--- config.mk ---
export PLATFORM = sky130hd
export DESIGN_NAME = huffman_tree_walk_decoder
export DESIGN_NICKNAME = d
export VERILOG_FILES = /design/src/hdl/htwd_pkg.sv /design/src/hdl/huffman_tree_walk_decoder.sv /design/src/hdl/htwd_out_stage.sv
export SDC_FILE = /design/constraint.sdc
export NUM_CORES = 2
export LEC_CHECK = 0
export BUFFER_PORTS_ARGS = -buffer_cell sky130_fd_sc_hd__buf_2
export CAP_MARGIN = 15
export CORE_ASPECT_RATIO = 1.4
export CORE_MARGIN = 2
export CORE_UTILIZATION = 39
export DETAILED_ROUTE_END_ITERATION = 12
export HOLD_SLACK_MARGIN = 0.1
export SLEW_MARGIN = 15
export SYNTH_ARGS = -nofsm -noshare
export SYNTH_HDL_FRONTEND = slang
export SYNTH_SLANG_ARGS = --single-unit
--- constraint.sdc ---
create_clock -name aclk -period 9.1 [get_ports aclk]
set_clock_uncertainty 0.1 [all_clocks]
set_input_delay 0.455 -clock aclk [delete_from_list [all_inputs] [get_ports aclk]]
set_output_delay 0.455 -clock aclk [all_outputs]
set_load 0.05 [all_outputs]
--- src/hdl/htwd_pkg.sv ---
`default_nettype none
// ----------------------------------------------------------------------------
// Huffman tree-walk decoder package
// Shared widths, codes and types for the tree-walk decoder and its output
// stage.
// ----------------------------------------------------------------------------
package htwd_pkg;

    localparam int IDX_W          = 7;
    localparam int SYM_W          = 8;
    localparam int CODE_W         = 8;
    localparam int CNT_W          = $clog2(CODE_W + 1);
    localparam int NODE_COUNT_DEF = 128;

    localparam logic MODE_LOAD   = 1'b0;
    localparam logic MODE_DECODE = 1'b1;

    // One entry of the node table.
    typedef struct packed {
        logic [IDX_W-1:0] left;
        logic [IDX_W-1:0] right;
        logic             leaf;
        logic [SYM_W-1:0] sym;
    } node_t;

    // Events from the walk engine to the output stage.
    typedef struct packed {
        logic             hit;   // a leaf was reached, sym is its symbol
        logic             done;  // the code byte is used up
        logic [SYM_W-1:0] sym;
    } walk_ev_t;

endpackage

`default_nettype wire

--- src/hdl/huffman_tree_walk_decoder.sv ---
`default_nettype none
// ----------------------------------------------------------------------------
// Huffman tree-walk decoder
// Bit-serial decoder that walks a Huffman tree held in a node table memory,
// one code bit per cycle unless stalled, and emits a symbol at each leaf reached.
// ----------------------------------------------------------------------------
//
//  Channel   Direction  Handshake            Word
//  s_*       in         s_valid / s_ready    load node or one code byte
//  m_*       out        m_valid / m_ready    one decoded symbol, last flag
//  cfg_*     in         cfg_wr_en            root node index, no read-back
//
// A load word is written at the edge that takes it and the input stays ready,
// so loads can follow one per cycle. A code byte keeps the input busy while
// the walk reads the first child, then tests each child for a leaf (all but
// the last also reading the next child) until the eight code bits are used up,
// and then releases the last symbol before the next word is taken. After
// reset or a load word a fetch of the current node comes first, and the first
// leaf reached after a change of root costs a fetch to bring the new root
// node into its cache. A full result register stalls the walk for as long as
// a further symbol must move on. Reset clears the control state; the table
// holds garbage until written.
// ----------------------------------------------------------------------------
module huffman_tree_walk_decoder #(
    parameter int NODE_COUNT = htwd_pkg::NODE_COUNT_DEF
) (
    input  wire logic                      aclk,
    input  wire logic                      aresetn,
    // input words
    input  wire logic                      s_valid,
    output logic                           s_ready,
    input  wire logic                      s_mode,
    input  wire logic [htwd_pkg::IDX_W-1:0] s_node_index,
    input  wire logic [htwd_pkg::IDX_W-1:0] s_left_child,
    input  wire logic [htwd_pkg::IDX_W-1:0] s_right_child,
    input  wire logic                      s_leaf_flag,
    input  wire logic [htwd_pkg::SYM_W-1:0] s_leaf_symbol,
    input  wire logic [htwd_pkg::CODE_W-1:0] s_code_byte,
    // result words
    output logic                           m_valid,
    input  wire logic                      m_ready,
    output logic [htwd_pkg::SYM_W-1:0]     m_symbol,
    output logic                           m_last,
    // root node register
    input  wire logic                      cfg_wr_en,
    input  wire logic [htwd_pkg::IDX_W-1:0] cfg_wr_data
);

    localparam int AW = $clog2(NODE_COUNT);

    localparam logic [1:0] ST_IDLE  = 2'd0;
    localparam logic [1:0] ST_FETCH = 2'd1;
    localparam logic [1:0] ST_RUN   = 2'd2;
    localparam logic [1:0] ST_FLUSH = 2'd3;

    // Node table with a registered read port.
    htwd_pkg::node_t node_mem [NODE_COUNT];
    htwd_pkg::node_t mem_q;

    // Control state.
    logic [1:0]                  state_reg,     state_next;
    logic                        rd_phase_reg,  rd_phase_next;
    logic                        cur_ok_reg,    cur_ok_next;
    logic                        root_ok_reg,   root_ok_next;
    logic [htwd_pkg::IDX_W-1:0]  root_reg;
    logic [htwd_pkg::IDX_W-1:0]  pos_reg,       pos_next;
    logic [htwd_pkg::CNT_W-1:0]  bits_left_reg, bits_left_next;

    // Walk data.
    htwd_pkg::node_t             cur_reg,       cur_next;
    htwd_pkg::node_t             root_data_reg, root_data_next;
    logic [htwd_pkg::CODE_W-1:0] code_reg,      code_next;
    logic [htwd_pkg::IDX_W-1:0]  addr_reg,      addr_next;
    logic                        rd_oob_reg;

    logic [htwd_pkg::IDX_W-1:0]  rd_addr;
    logic                        rd_oob;
    htwd_pkg::node_t             rd_node;
    htwd_pkg::node_t             node_now;
    htwd_pkg::node_t             wr_node;
    logic                        s_accept;
    logic                        wr_en;
    logic                        leaf_hit;
    logic                        stall;
    htwd_pkg::walk_ev_t          ev;

    assign s_ready  = (state_reg == ST_IDLE);
    assign s_accept = s_valid && s_ready;
    // Entries beyond the table are ignored on a load but still reset the walk.
    assign wr_en    = s_accept && (s_mode == htwd_pkg::MODE_LOAD)
                      && (32'(s_node_index) < NODE_COUNT);

    assign wr_node.left  = s_left_child;
    assign wr_node.right = s_right_child;
    assign wr_node.leaf  = s_leaf_flag;
    assign wr_node.sym   = s_leaf_symbol;

    // A node outside the table reads as an inner node with both children at 0.
    assign rd_oob  = (32'(rd_addr) >= NODE_COUNT);
    assign rd_node = rd_oob_reg ? '0 : mem_q;

    // A leaf is only ever tested on a child that was just read.
    assign leaf_hit = (state_reg == ST_RUN) && rd_phase_reg && rd_node.leaf;

    assign ev.hit  = leaf_hit;
    assign ev.done = (state_reg == ST_FLUSH);
    assign ev.sym  = rd_node.sym;

    always_ff @(posedge aclk) begin
        if (wr_en) begin
            node_mem[AW'(s_node_index)] <= wr_node;
        end
        mem_q <= node_mem[AW'(rd_addr)];
    end

    always_comb begin
        state_next     = state_reg;
        rd_phase_next  = rd_phase_reg;
        cur_ok_next    = cur_ok_reg;
        root_ok_next   = root_ok_reg;
        pos_next       = pos_reg;
        bits_left_next = bits_left_reg;
        cur_next       = cur_reg;
        root_data_next = root_data_reg;
        code_next      = code_reg;
        addr_next      = addr_reg;
        rd_addr        = pos_reg;
        // Once a leaf is reached, the walk goes on from the cached root node.
        node_now       = cur_reg;
        if (rd_phase_reg) begin
            node_now = rd_node.leaf ? root_data_reg : rd_node;
        end

        unique case (state_reg)
            ST_IDLE: begin
                if (s_accept) begin
                    if (s_mode == htwd_pkg::MODE_LOAD) begin
                        pos_next     = root_reg;
                        cur_ok_next  = 1'b0;
                        root_ok_next = 1'b0;
                    end else begin
                        code_next      = s_code_byte;
                        bits_left_next = htwd_pkg::CNT_W'(htwd_pkg::CODE_W);
                        rd_phase_next  = 1'b0;
                        // The read of pos_reg issued now serves the fetch.
                        state_next     = cur_ok_reg ? ST_RUN : ST_FETCH;
                    end
                end
            end
            ST_FETCH: begin
                cur_next    = rd_node;
                cur_ok_next = 1'b1;
                if (pos_reg == root_reg) begin
                    root_data_next = rd_node;
                    root_ok_next   = 1'b1;
                end
                state_next = ST_RUN;
            end
            ST_RUN: begin
                if (stall) begin
                    // Re-read the same entry so the read data stays put.
                    rd_addr = addr_reg;
                end else begin
                    if (leaf_hit) begin
                        pos_next = root_reg;
                    end
                    if (leaf_hit && !root_ok_reg) begin
                        rd_addr       = root_reg;
                        pos_next      = root_reg;
                        cur_ok_next   = 1'b0;
                        rd_phase_next = 1'b0;
                        state_next    = ST_FETCH;
                    end else begin
                        cur_next = node_now;
                        if (bits_left_reg != '0) begin
                            rd_addr        = code_reg[htwd_pkg::CODE_W-1] ? node_now.right
                                                                         : node_now.left;
                            addr_next      = rd_addr;
                            rd_phase_next  = 1'b1;
                            code_next      = code_reg << 1;
                            bits_left_next = bits_left_reg - htwd_pkg::CNT_W'(1);
                        end else begin
                            rd_phase_next = 1'b0;
                            state_next    = ST_FLUSH;
                        end
                    end
                end
            end
            ST_FLUSH: begin
                if (!stall) begin
                    state_next = ST_IDLE;
                end
            end
            default: begin
                state_next = ST_IDLE;
            end
        endcase

        // A new root invalidates the cached root node; the walk stays put.
        if (cfg_wr_en) begin
            root_ok_next = 1'b0;
        end
    end

    always_ff @(posedge aclk) begin
        if (!aresetn) begin
            state_reg     <= ST_IDLE;
            rd_phase_reg  <= 1'b0;
            cur_ok_reg    <= 1'b0;
            root_ok_reg   <= 1'b0;
            root_reg      <= '0;
            pos_reg       <= '0;
            bits_left_reg <= '0;
        end else begin
            state_reg     <= state_next;
            rd_phase_reg  <= rd_phase_next;
            cur_ok_reg    <= cur_ok_next;
            root_ok_reg   <= root_ok_next;
            pos_reg       <= pos_next;
            bits_left_reg <= bits_left_next;
            if (cfg_wr_en) begin
                root_reg <= cfg_wr_data;
            end
        end
    end

    always_ff @(posedge aclk) begin
        cur_reg       <= cur_next;
        root_data_reg <= root_data_next;
        code_reg      <= code_next;
        addr_reg      <= addr_next;
        rd_oob_reg    <= rd_oob;
    end

    htwd_out_stage u_out_stage (
        .aclk     (aclk),
        .aresetn  (aresetn),
        .ev       (ev),
        .stall    (stall),
        .m_valid  (m_valid),
        .m_ready  (m_ready),
        .m_symbol (m_symbol),
        .m_last   (m_last)
    );

endmodule

`default_nettype wire

--- src/hdl/htwd_out_stage.sv ---
`default_nettype none
// ----------------------------------------------------------------------------
// Huffman decoder output stage
// Holds the newest symbol back until the next one arrives or the code byte
// ends, so that the last flag is known, and drives the result register.
// ----------------------------------------------------------------------------
module htwd_out_stage (
    input  wire logic                     aclk,
    input  wire logic                     aresetn,
    input  wire htwd_pkg::walk_ev_t       ev,
    output logic                          stall,
    output logic                          m_valid,
    input  wire logic                     m_ready,
    output logic [htwd_pkg::SYM_W-1:0]    m_symbol,
    output logic                          m_last
);

    logic                      pend_valid_reg;
    logic [htwd_pkg::SYM_W-1:0] pend_sym_reg;
    logic                      m_valid_reg;
    logic [htwd_pkg::SYM_W-1:0] m_symbol_reg;
    logic                      m_last_reg;
    logic                      out_free;
    logic                      push_out;
    logic                      push_last;

    assign out_free  = !m_valid_reg || m_ready;
    assign stall     = (ev.hit || ev.done) && pend_valid_reg && !out_free;
    // A held symbol leaves when a newer one arrives, or as the last of its byte.
    assign push_out  = !stall && pend_valid_reg && (ev.hit || ev.done);
    assign push_last = !ev.hit;

    always_ff @(posedge aclk) begin
        if (!aresetn) begin
            pend_valid_reg <= 1'b0;
            m_valid_reg    <= 1'b0;
        end else begin
            if (push_out) begin
                m_valid_reg <= 1'b1;
            end else if (m_valid_reg && m_ready) begin
                m_valid_reg <= 1'b0;
            end
            if (!stall) begin
                if (ev.hit) begin
                    pend_valid_reg <= 1'b1;
                end else if (ev.done) begin
                    pend_valid_reg <= 1'b0;
                end
            end
        end
    end

    always_ff @(posedge aclk) begin
        if (push_out) begin
            m_symbol_reg <= pend_sym_reg;
            m_last_reg   <= push_last;
        end
        if (!stall && ev.hit) begin
            pend_sym_reg <= ev.sym;
        end
    end

    assign m_valid  = m_valid_reg;
    assign m_symbol = m_symbol_reg;
    assign m_last   = m_last_reg;

endmodule

`default_nettype wire

# Word-level counts from Yosys, hierarchy flattened
# Memory sizes are Yosys's and may differ from the RTL's. A register that Yosys moved wholly into a read port is not among the register bits.
# Cells that the tools add are included.
# word_totals
ff_bits	94
ramBits	2944
inputBits	51
elab_cells	133
mem_count	1
# mem_list
memory	words	width	rd	rd_clocked_by_memory_dff	wr	line	rtl
node_mem	128	23	1	1	1	huffman_tree_walk_decoder.sv:57	htwd_pkg::node_t node_mem [NODE_COUNT];
# op_classes
n_addsub	1
eq_ne	15
muxes	55
bitwise_logic	4
n_reduce_logical	37
# op_table
cell	n
$mux 23	4
$mux 7	10
$pmux 23 s2	1
$mux 8	5
$mux 4	5
$mux 1	16
$pmux 8 s2	1
$reduce_and 5->1	3
$mux 2	7
$pmux 7 s2	1
$reduce_and 4->1	3
$logic_and 1x1->1	11
$ne 2x2->1 const B	5
$reduce_bool 2->1	5
$ne 2x1->1 const B	4
$pmux 2 s4	1
$pmux 4 s2	1
$eq 7x7->1	1
$reduce_and 6->1	1
$logic_not 1->1	5
$eq 2x2->1 const B	2
$not 1->1	4
$pmux 1 s2	2
$reduce_and 2->1	2
other kinds (11)	12

# Depth between registers and ports, before layout
# logic_depth
word_depth	10
depth_mapped	18
mapped_depth_nobuf	12

# Modules after synthesis
# From an unflattened synthesis, not the netlist that was laid out.
# unflattened
hier_cells	5730
area_unflattened_um2	117530.2
# by_module_without_submodules
module	n_inst	cells_each	area_per_inst_um2	seq_area_each_um2
huffman_tree_walk_decoder	1	5701	116918.4	90616.9
htwd_out_stage	1	29	611.8	550.5

# Least setup slack after synthesis
# Ideal clock, no wire load.
# synth_timing
kind	register -> register
start	register state_reg[0]
end	memory node_mem[110][0] (netlist name) (enable)
setup_ns	0.403
arrival_ns	3.039
t_required_ns	8.597
path_slack_ns	5.558
path_stages_with_launch	8
synth_period_minus_slack_ns	3.542
path_cell_list	dfxtp_1 > buf_1 > nor2_1 > nand2_1 > nor2_1 > nand3_1 > clkbuf_1 > nor2_1
# synth_via
elab_chain_cells	5
# synth_lines
element	line	rtl
start: declaration	huffman_tree_walk_decoder.sv:61	logic [1:0] state_reg, state_next;
start signal: assignment	huffman_tree_walk_decoder.sv:215	state_reg <= state_next;
$logic_not 2->1	huffman_tree_walk_decoder.sv:87	assign s_ready = (state_reg == ST_IDLE);
net s_ready	huffman_tree_walk_decoder.sv:31	output logic s_ready,
$logic_and 1x1->1	huffman_tree_walk_decoder.sv:88	assign s_accept = s_valid && s_ready;
$logic_and 1x1->1	huffman_tree_walk_decoder.sv:90	assign wr_en = s_accept && (s_mode == htwd_pkg::MODE_LOAD)
$mux 1	huffman_tree_walk_decoder.sv:110	if (wr_en) begin
$mux 1 (not written as such)	huffman_tree_walk_decoder.sv:111	node_mem[AW'(s_node_index)] <= wr_node;
end: declaration	huffman_tree_walk_decoder.sv:57	
# The timed path passes the listed nets, and every way through them passes these cells.

# Final worst setup path
# layout_timing
start	register state_reg[1]
end	register, netlist name mem_q[14]
# layout_via
elab_chain_cells	8
elab_cells_between_ends	11
cone_classes	eq/ne (2); mux (3); reduce/logical (6)
# layout_lines
element	line	rtl
$eq 2x2->1	huffman_tree_walk_decoder.sv:103, huffman_tree_walk_decoder.sv:134	
$logic_and 1x1->1 (2 in a row)	huffman_tree_walk_decoder.sv:103	assign leaf_hit = (state_reg == ST_RUN) && rd_phase_reg && rd_node.leaf;
$logic_or 1x1->1	htwd_out_stage.sv:28	assign stall = (ev.hit || ev.done) && pend_valid_reg && !out_free;
$logic_and 1x1->1 (2 in a row)	htwd_out_stage.sv:28	
$mux 7	huffman_tree_walk_decoder.sv:160	if (stall) begin
$mux 7 (*)	huffman_tree_walk_decoder.sv:134	unique case (state_reg)
# Every way passes the cells marked *; elsewhere a longest branch is shown, timed or not.
# A chain may end at the register's enable or synchronous reset.

==> impl_metrics.yaml <==
run_status:
  status: "complete, no violations"
clocking:
  clockRootBuffer: "clkbuf_16"
  cts_tree: "yes"
  clkSlewWorstSetupHoldPaths_ns: 0.06
  cts_setup_buffers: 0
  cts_buffers: 290
  clk_latency_ns: 0.87
  cts_sinks: 3052
  cts_buffer_depth: 4
  cts-htree-levels: 5
power:
  switching_power_uw: 9500
  cellLeakagePower_uw: 0.0440
  peakVddDrop_v: 0.000153
  total_power_uw: 33200
  power_frac_comb: 0.170
  p_per_area_mw_per_mm2: 244
  p_int_uw: 23700
  power_frac_clock: 0.352
  swShare: 0.287
  power_frac_seq: 0.478
synthesis:
  ys_warn_count: 0
  synthDistinctLibCells: 80
  synthArstFlopShare: 0
  seq_area_frac_synth: 0.757
  synth-seq-cells: 3052
  synthFlopType: "edfxtp_1"
  synth_edf_count: 3004
  syn_nets: 8251
  synth_area_per_cell_um2: 14.7
  synth_cells: 8198
  syn_area_mm2: 0.120
placement:
  gp_congestion: 0.896
  port_buffers: 61
  dp_hpwl_um: 214000
  place_ws_ns: 2.38
floorplanning:
  core_region_area_mm2: 0.308
  ioPinCount: 62
  dieArea_mm2: 0.313
  rows: 241
  initial_core_util: 0.392
  die_height_um: 662
  fp.dieW_um: 474
critical_path:
  crit_type: "flop to flop"
  cp_max_fo: 68
  startpoint_type: "flop"
  arrival_ns: 7.50
  endpoint_kind: "flop"
  cp.required_ns: 9.71
route:
  via_per_inst: 5.95
  post_drt_wl_per_cell_um: 29.8
  firstDrtPassIters: 7
  first_iter_violations: 8989
  ant_nets: 0
  via_count: 74643
  routed_wl_um: 374000
  drc: 0
sta:
  tightest_slew_ns: 1.29
  setup_tns_ns: 0
  drv_slew: 0
  setup_viol: 0
  worst_slack_ns: 2.21
  max-slew-margin-rel: 0.135
  finalCritPeriodShare: 0.757
  min_period_ns: 6.89
  rsz0062_at_grt: "no"
  hold_viol_final: 0
  fmax_mhz: 145
finish:
  reg_top3: "node_mem: 2944 flops, mem_q: 23 flops"
  synthToLayoutAreaGrowth_pct: 12.6
  layout_common_cells: "3004 x edfxtp_1, 1977 x nand2_1, 942 x nand3_1, 296 x clkbuf_16, 239 x buf_4"
  nets: 8348
  regMostFlops: "node_mem"
  largest_reg_flops: 2944
  finish.utilization: 0.441
  final_common_cell: "edfxtp_1"
  drive_gt1_frac: 0.127
hold_path:
  hold_class: "primary input to flop"
grt:
  grt_use_total: 0.233
  grt_max_degree: 201
  first_global_vias: 71811
  gr-total-overflow: 0
  antenna_found_initial: 30
  grt_pass1_wl_um: 527000
job:
  cap_violations: 0
-- routing by layer --
layer	part of all wire	track usage
met1	0.37	0.287
met2	0.48	0.384
met3	0.083	0.0401
met4	0.070	0.139
met5	0.00039	0
-- cells in the mapped netlist (all sizes together), types with 4 or more instances --
library cell  instances  area (um^2)
o32ai                12          105
nor2                189          709
and2                  7         43.8
o21a                  4         30.0
nand2b                4         25.0
or3                   6         37.5
a211oi              127          953
nand2              1977         7420
a22oi                52          390
nor3                 48          245
nor2b                33          206
mux2i                91          911
a32oi                21          184
o221ai               13          114
mux2                 15          169
a21boi                7         52.6
o31ai                11         82.6
a311oi              147         1290
nor4b                76          666
clkbuf              229          860
nand3               944         4720
edfxtp             3004        90200
mux4                207         4670
o22ai                22          138
o21ai                59          299
a311o                 5         50.1
xnor2                 5         43.8
nor4                 15          100
a221oi               19          166
buf                 318         1590
a21o                  6         45.0
nand4                62          388
o2111ai              24          210
a31oi                46          288
and3                 26          163
a21oi               204         1020
a2111oi               8         70.1
dfxtp                48          961
inv                   8         30.0
o211ai               49          368
-- power by group through the flow --
stage | clock network (uW) | registers, uW | logic (uW)
floorplan | 0 | 16000 | 3340
global placement | 0 | 16100 | 5490
detailed placement | 0 | 16100 | 5550
CTS | 11800 | 15800 | 5580
global route | 12300 | 15900 | 5920
finish | 11700 | 15900 | 5630
-- final cells by class --
class	count	area, um^2
Timing Repair Buffer	352	2980
Antenna cell	15	37.5
Clock inverter	154	1230
Sequential cell	3052	91200
Fill cell	26849	172000
Multi-Input combinational cell	4591	27600
Inverter	8	30.0
Clock buffer	355	7670
Tap cell	4009	5020
-- path summary, 6_finish.rpt --
path / start / endpoint / slack (ns) / cells past startpoint
setup / recovery: state_reg[1] / mem_q[14] / 2.21 / 11
hold / removal: s_leaf_symbol[6] / node_mem[96][6] / 0.1 / 1
setup reg to reg: state_reg[1] / mem_q[14] / 2.21 / 11
hold reg to reg: u_out_stage.pend_sym_reg[4] / u_out_stage.m_symbol[4] / 0.33 / 0
-- kinds of logic (layout without fill, tap and decap cells) --
family                   count (synthesis)  after routing  share of synthesized area
AO/OA/AOI/OAI                          865            865                     0.0509
other                                    0             15                          0
multiplexers                           313            313                     0.0477
AND/OR/NAND/NOR                       3403           3403                      0.123
flip-flops                            3052           3052                      0.757
adder cells (fa/ha/maj)                  2              2                   0.000208
XOR/XNOR                                 8              8                   0.000582
buffers and inverters                  555            869                     0.0205
-- metrics by stage --
stage | area, um^2 | hold slack (ns) | instances
2_1_floorplan | 120000 | 0.286 | 8198
3_3_place_gp | 126000 | 0.304 | 11959
3_5_place_dp | 126000 | 0.318 | 11960
4_1_cts | 136000 | 0.104 | 12518
5_1_grt | 136000 | 0.131 | 12526
6_report | 136000 | 0.0971 | 12536
-- what timing repair did --
| item | in CTS | in global routing |
|---|---|---|
| endpoints found under the hold margin | 556 | 32 |
| resized for setup | 0 | 0 |
| hold buffers | 49 | 1 |
-- critical path, cell delays in order, from the launching register on --
cell and delay (ns):
dfxtp_1 0.65, nor2b_2 0.51, buf_4 0.38, o21ai_0 0.21, a21oi_4 0.73, or3_4 0.92
buf_4 0.88, mux4_2 0.60, a21oi_1 0.70, a32oi_1 0.47, nand3_1 0.37, o2111ai_1 0.15
No activity file was read; power rests on OpenSTA's default activity.
